<file path="src/hw/rtl/dca_pkg.sv">
// ----------------------------------------------------------------------------
// dca_pkg
// Shared types and constants of the depthwise convolution block.
// ----------------------------------------------------------------------------
package dca_pkg;

    localparam int MAX_HEIGHT   = 32;
    localparam int MAX_WIDTH    = 32;
    localparam int MAX_CHANNELS = 32;
    localparam int MAX_KERNEL   = 7;

    localparam int IMG_DEPTH = MAX_HEIGHT * MAX_WIDTH * MAX_CHANNELS;
    localparam int WGT_DEPTH = MAX_KERNEL * MAX_KERNEL * MAX_CHANNELS;
    localparam int IMG_AW    = $clog2(IMG_DEPTH);
    localparam int WGT_AW    = $clog2(WGT_DEPTH);
    localparam int ROW_W     = $clog2(MAX_HEIGHT);
    localparam int COL_W     = $clog2(MAX_WIDTH);
    localparam int TAP_W     = $clog2(MAX_KERNEL * MAX_KERNEL);

    localparam int ACC_W = 40;
    localparam int T_W   = 56;
    localparam int POS_W = 11;

    localparam int QUEUE_DEPTH = 4;
    localparam int QUEUE_AW    = $clog2(QUEUE_DEPTH);

    localparam logic [2:0] FUNC_WEIGHT  = 3'd0;
    localparam logic [2:0] FUNC_BIAS    = 3'd1;
    localparam logic [2:0] FUNC_SLOPE   = 3'd2;
    localparam logic [2:0] FUNC_SAMPLE  = 3'd3;
    localparam logic [2:0] FUNC_COMPUTE = 3'd4;

    localparam logic [2:0] ACT_RELU  = 3'd1;
    localparam logic [2:0] ACT_LEAKY = 3'd2;
    localparam logic [2:0] ACT_CLAMP = 3'd3;
    localparam logic [2:0] ACT_PRELU = 3'd4;

    localparam logic [2:0] REG_HEIGHT  = 3'd0;
    localparam logic [2:0] REG_WIDTH   = 3'd1;
    localparam logic [2:0] REG_KERNEL  = 3'd2;
    localparam logic [2:0] REG_STRIDE  = 3'd3;
    localparam logic [2:0] REG_PADDING = 3'd4;
    localparam logic [2:0] REG_MODE    = 3'd5;
    localparam logic [2:0] REG_LOW     = 3'd6;
    localparam logic [2:0] REG_HIGH    = 3'd7;

    typedef enum logic [2:0] {
        K_WEIGHT,
        K_BIAS,
        K_SLOPE,
        K_SAMPLE,
        K_COMPUTE
    } kind_t;

    typedef struct packed {
        logic [2:0]         func;
        logic [5:0]         row;
        logic [5:0]         col;
        logic [4:0]         channel;
        logic signed [15:0] value;
    } in_item_t;

    typedef struct packed {
        logic signed [15:0] out_value;
        logic               saturated;
    } out_item_t;

    typedef struct packed {
        kind_t              kind;
        logic [5:0]         row;
        logic [5:0]         col;
        logic [4:0]         channel;
        logic signed [15:0] value;
    } op_t;

endpackage

</file>
<file path="src/hw/rtl/dca_front.sv">
// ----------------------------------------------------------------------------
// dca_front
// Input side: takes items, drops dead ones, and queues the rest.
// ----------------------------------------------------------------------------
module dca_front (
    input  logic              clk,
    input  logic              rst_n,
    input  logic              in_valid,
    output logic              in_ready,
    input  dca_pkg::in_item_t in_data,
    output logic              op_valid,
    input  logic              op_pop,
    output dca_pkg::op_t      op
);

    dca_pkg::op_t                  queue_reg [dca_pkg::QUEUE_DEPTH];
    logic [dca_pkg::QUEUE_AW-1:0]  head_reg, head_next;
    logic [dca_pkg::QUEUE_AW-1:0]  tail_reg, tail_next;
    logic [dca_pkg::QUEUE_AW:0]    count_reg, count_next;
    dca_pkg::op_t                  cls;
    logic                          keep;
    logic                          push;

    always_comb
    begin
        cls.row     = in_data.row;
        cls.col     = in_data.col;
        cls.channel = in_data.channel;
        cls.value   = in_data.value;
        cls.kind    = dca_pkg::K_COMPUTE;
        keep        = 1'b0;
        unique case (in_data.func)
            dca_pkg::FUNC_WEIGHT:
            begin
                cls.kind = dca_pkg::K_WEIGHT;
                keep = (32'(in_data.row) < dca_pkg::MAX_KERNEL)
                    && (32'(in_data.col) < dca_pkg::MAX_KERNEL)
                    && (32'(in_data.channel) < dca_pkg::MAX_CHANNELS);
            end
            dca_pkg::FUNC_BIAS:
            begin
                cls.kind = dca_pkg::K_BIAS;
                keep = 32'(in_data.channel) < dca_pkg::MAX_CHANNELS;
            end
            dca_pkg::FUNC_SLOPE:
            begin
                cls.kind = dca_pkg::K_SLOPE;
                keep = 32'(in_data.channel) < dca_pkg::MAX_CHANNELS;
            end
            dca_pkg::FUNC_SAMPLE:
            begin
                cls.kind = dca_pkg::K_SAMPLE;
                keep = (32'(in_data.row) < dca_pkg::MAX_HEIGHT)
                    && (32'(in_data.col) < dca_pkg::MAX_WIDTH)
                    && (32'(in_data.channel) < dca_pkg::MAX_CHANNELS);
            end
            dca_pkg::FUNC_COMPUTE:
            begin
                cls.kind = dca_pkg::K_COMPUTE;
                keep = 1'b1;
            end
            default:
            begin
                keep = 1'b0;
            end
        endcase
    end

    assign in_ready = 32'(count_reg) < dca_pkg::QUEUE_DEPTH;
    assign push     = in_valid && in_ready && keep;
    assign op_valid = count_reg != '0;
    assign op       = queue_reg[head_reg];

    always_comb
    begin
        head_next  = head_reg;
        tail_next  = tail_reg;
        count_next = count_reg;
        if (push)
        begin
            tail_next = tail_reg + 1'b1;
        end
        if (op_pop && op_valid)
        begin
            head_next = head_reg + 1'b1;
        end
        if (push && !(op_pop && op_valid))
        begin
            count_next = count_reg + 1'b1;
        end
        else if (!push && op_pop && op_valid)
        begin
            count_next = count_reg - 1'b1;
        end
    end

    always_ff @(posedge clk or negedge rst_n)
    begin
        if (!rst_n)
        begin
            head_reg  <= '0;
            tail_reg  <= '0;
            count_reg <= '0;
        end
        else
        begin
            head_reg  <= head_next;
            tail_reg  <= tail_next;
            count_reg <= count_next;
        end
    end

    always_ff @(posedge clk)
    begin
        if (push)
        begin
            queue_reg[tail_reg] <= cls;
        end
    end

    a_no_overfill: assert property (@(posedge clk) disable iff (!rst_n)
        32'(count_reg) <= dca_pkg::QUEUE_DEPTH)
        else $error("queue overfilled");
    a_pop_nonempty: assert property (@(posedge clk) disable iff (!rst_n)
        (count_reg == '0 && !push) |=> (count_reg == '0))
        else $error("queue count moved without a transfer");
    a_ptr_gap: assert property (@(posedge clk) disable iff (!rst_n)
        (tail_reg - head_reg) == count_reg[dca_pkg::QUEUE_AW-1:0])
        else $error("queue pointers disagree with count");

endmodule

</file>
<file path="config.mk">
export PLATFORM = sky130hd
export DESIGN_NAME = dca_front
export DESIGN_NICKNAME = d
export VERILOG_FILES = /design/src/hw/rtl/dca_pkg.sv /design/src/hw/rtl/dca_front.sv
export SDC_FILE = /design/constraint.sdc
export NUM_CORES = 1
export LEC_CHECK = 0
export BUFFER_PORTS_ARGS = -buffer_cell sky130_fd_sc_hd__buf_2
export CAP_MARGIN = 20
export CELL_PAD_IN_SITES_DETAIL_PLACEMENT = 0
export CELL_PAD_IN_SITES_GLOBAL_PLACEMENT = 2
export CORE_UTILIZATION = 47
export CTS_BUF_LIST = sky130_fd_sc_hd__clkbuf_16
export DETAILED_ROUTE_END_ITERATION = 10
export PLACE_DENSITY_LB_ADDON = 0.1
export SYNTH_ARGS = -nofsm -noshare
export SYNTH_HDL_FRONTEND = slang
export SYNTH_SLANG_ARGS = --single-unit
</file>
<file path="constraint.sdc">
create_clock -name clk -period 7.4 [get_ports clk]
set_clock_uncertainty 0.15 [all_clocks]
set_input_delay 1.11 -clock clk [delete_from_list [all_inputs] [get_ports clk]]
set_output_delay 1.11 -clock clk [all_outputs]
set_load 0.1 [all_outputs]
</file>
==> flow_summary.toml <==
[status]
status = "finished, violations left"
violations = "design-rule violations"

[synth]
synth_area_leaders = "edfxtp_1 77%, mux4_2 14%, dfrtp_1 3.1%, ha_1 0.89%, xnor2_1 0.62%"
synth.distinct_cells = 27
synth_area_per_cell_sq_um = 23.8
yosys.area.top_type = "edfxtp_1"
yosysSeqAreaShare_pct = 79.7
syn_area_sq_mm = 0.00565
syn-num-nets = 282
synth_top_area_share_pct = 76.6
yosys_register_bits = 151
yosys_warnings = 0
synthCells = 237

[routing]
drt-vias-per-instance = 5.40
drtIter0Drc = 172
wl_mm = 9.45
first_pass_iters = 10
route.met2.wl_mm = 4.76
wl_met3_um = 421
highest_layer = "met4"
postRouteAntennaNets = 0
post-route-drc-count = 7
wl_per_cell_um = 19.7
vias = 2590
wl_met1_mm = 4.14

[clocking]
clockBufferDepth = 2
cts_resized = 0
cts_sinks = 151
htree_num_levels = 4
clk_latency_ns = 0.41
cts_tree = "yes"
clk_pin_slew_worst_paths_ns = 0.05
cts_setup_buffers = 0
numCtsBuffers = 17
root_buffer = "clkbuf_16"
cts_hold_buf = 0

[global_route]
grt_first_pass_wirelength_mm = 14.6
overflow = 0
grt_pass1_vias = 2679
antenna_found_initial = 0
grt_max_degree = 38
grt_util_all_layers_pct = 16.7

[floorplan]
boundaryPins = 78
initial_core_util_pct = 48.8
die_h_um = 112
core_area_sq_mm = 0.0116
rows = 39
die_area_sq_mm = 0.0125
die_w_um = 112

[setup_path]
crit_required_ns = 6.14
slowest_stage = "mux4_2"
cp.arrival_ns = 2.35
max_stage_delay_ns = 0.62
worstPathMaxFanout = 36
worstSetupStartpointType = "flop"
crit_buf_inv = 2
path_class = "reg2out"
path_cells = "buf_4 > mux4_2 > buf_2"
critPathTopFamily = "buffers and inverters"
crit_path_end_kind = "output pin"

[placed_design]
placed_area_sq_mm = 0.00618
routabilityCongestion = 0.683
pre_cts_slack_ns = 3.43
dp_hpwl_mm = 5.30
port_buffers = 77

[timing]
tightest_slew_ns = 1.02
finalCritPeriodShare_pct = 48.8
setup_violations = 0
setup_ws_ns = 3.79
clock.fmax_ghz = 0.277
maxSlewHeadroom_pct = 32.2
hold_viol = 0
finalMaxSlewViolations = 0
finalSetupTns_ns = 0
finalCriticalPeriod_ns = 3.61
rsz0062_at_grt = "no"

[final_layout]
drive_gt1_share_pct = 43.3
layout_commonest_cell = "edfxtp_1"
largest_register_ffs = 144
diodes = 0
fin_nets = 369
layout_common_cells = "144 x edfxtp_1, 77 x buf_2, 36 x mux4_2"
final_cell_area_sq_mm = 0.00677
area_growth_pct = 19.9

[min_path]
hp-class = "reg2reg"

[run]
maxCapViolations = 0
==> Yosys cell counts <==
cell type and instances:
xnor2_1 4, inv_1 3, or3_1 1, nand2_4 1, mux2_4 1, and2_1 4, ha_1 4, a21oi_1 1
buf_4 1, mux4_2 36, o21ai_0 3, xor2_1 1, edfxtp_1 144, clkbuf_1 1, or4_1 1, nor3_1 1
buf_2 5, dfrtp_1 7, nand3_1 5, nor2_1 1, fa_1 1, nor4_1 1, buf_1 3, o2111ai_1 1
nand4_1 1, nand2_1 3, nor2b_1 2
==> cells by family (layout without fill, tap and decap cells) <==
kind of cell	count (synthesis)	count (layout)	synth area share [%]
mux	37	37	14.6
fa+ha+maj	5	5	1.24
buf+inv	13	113	1.04
xor+xnor	5	5	0.776
simple gates	21	21	2.13
compound gates	5	5	0.510
flops	151	151	79.7
==> per-stage QoR <==
step	util (%)	std cells	hold slack, ns
6_report	58.6	480	0.333
5_1_grt	58.6	480	0.351
4_1_cts	58.6	480	0.338
3_5_place_dp	53.4	448	0.328
3_3_place_gp	53.4	448	0.324
2_1_floorplan	-	237	0.344
==> cell type report <==
type / instances / area (sq um)
well taps: 143 / 179
clock buffers: 17 / 425
fillers: 872 / 4790
multi-input cells: 73 / 1090
repair buffers: 78 / 393
flip-flops and latches: 151 / 4500
clock inverters: 15 / 168
inverters: 3 / 11.3
==> per-layer routing <==
metal | up-vias | global-route usage [%]
li1 | 1170 | -
met1 | 1350 | 20.7
met2 | 60 | 26.6
met3 | 10 | 5.06
met4 | 0 | 9.46
met5 | - | 0
==> worst reg2reg max path: cells and delay by family, from the launching register on <==
family | cells | cell delay (ns)
simple gates | 1 | 0.93
flops | 1 | 0.40
compound gates | 2 | 0.69
buf+inv | 1 | 0.10
==> path summary, 6_finish.rpt <==
check	endpoint	from	cells past startpoint	slack (ns)
max	op[1]	head_reg[0]	3	3.79
min in group asynchronous	tail_reg[0]	rst_n	1	0.37
min reg2reg	head_reg[0]	head_reg[0]	1	0.33
max in group asynchronous	head_reg[0]	rst_n	1	6.55
min	head_reg[0]	head_reg[0]	1	0.33
max reg2reg	queue_reg[0][7]	count_reg[2]	4	4.71
Power is not shown: default switching activity piles up to over one toggle a cycle in this logic, so the estimate is an artifact.
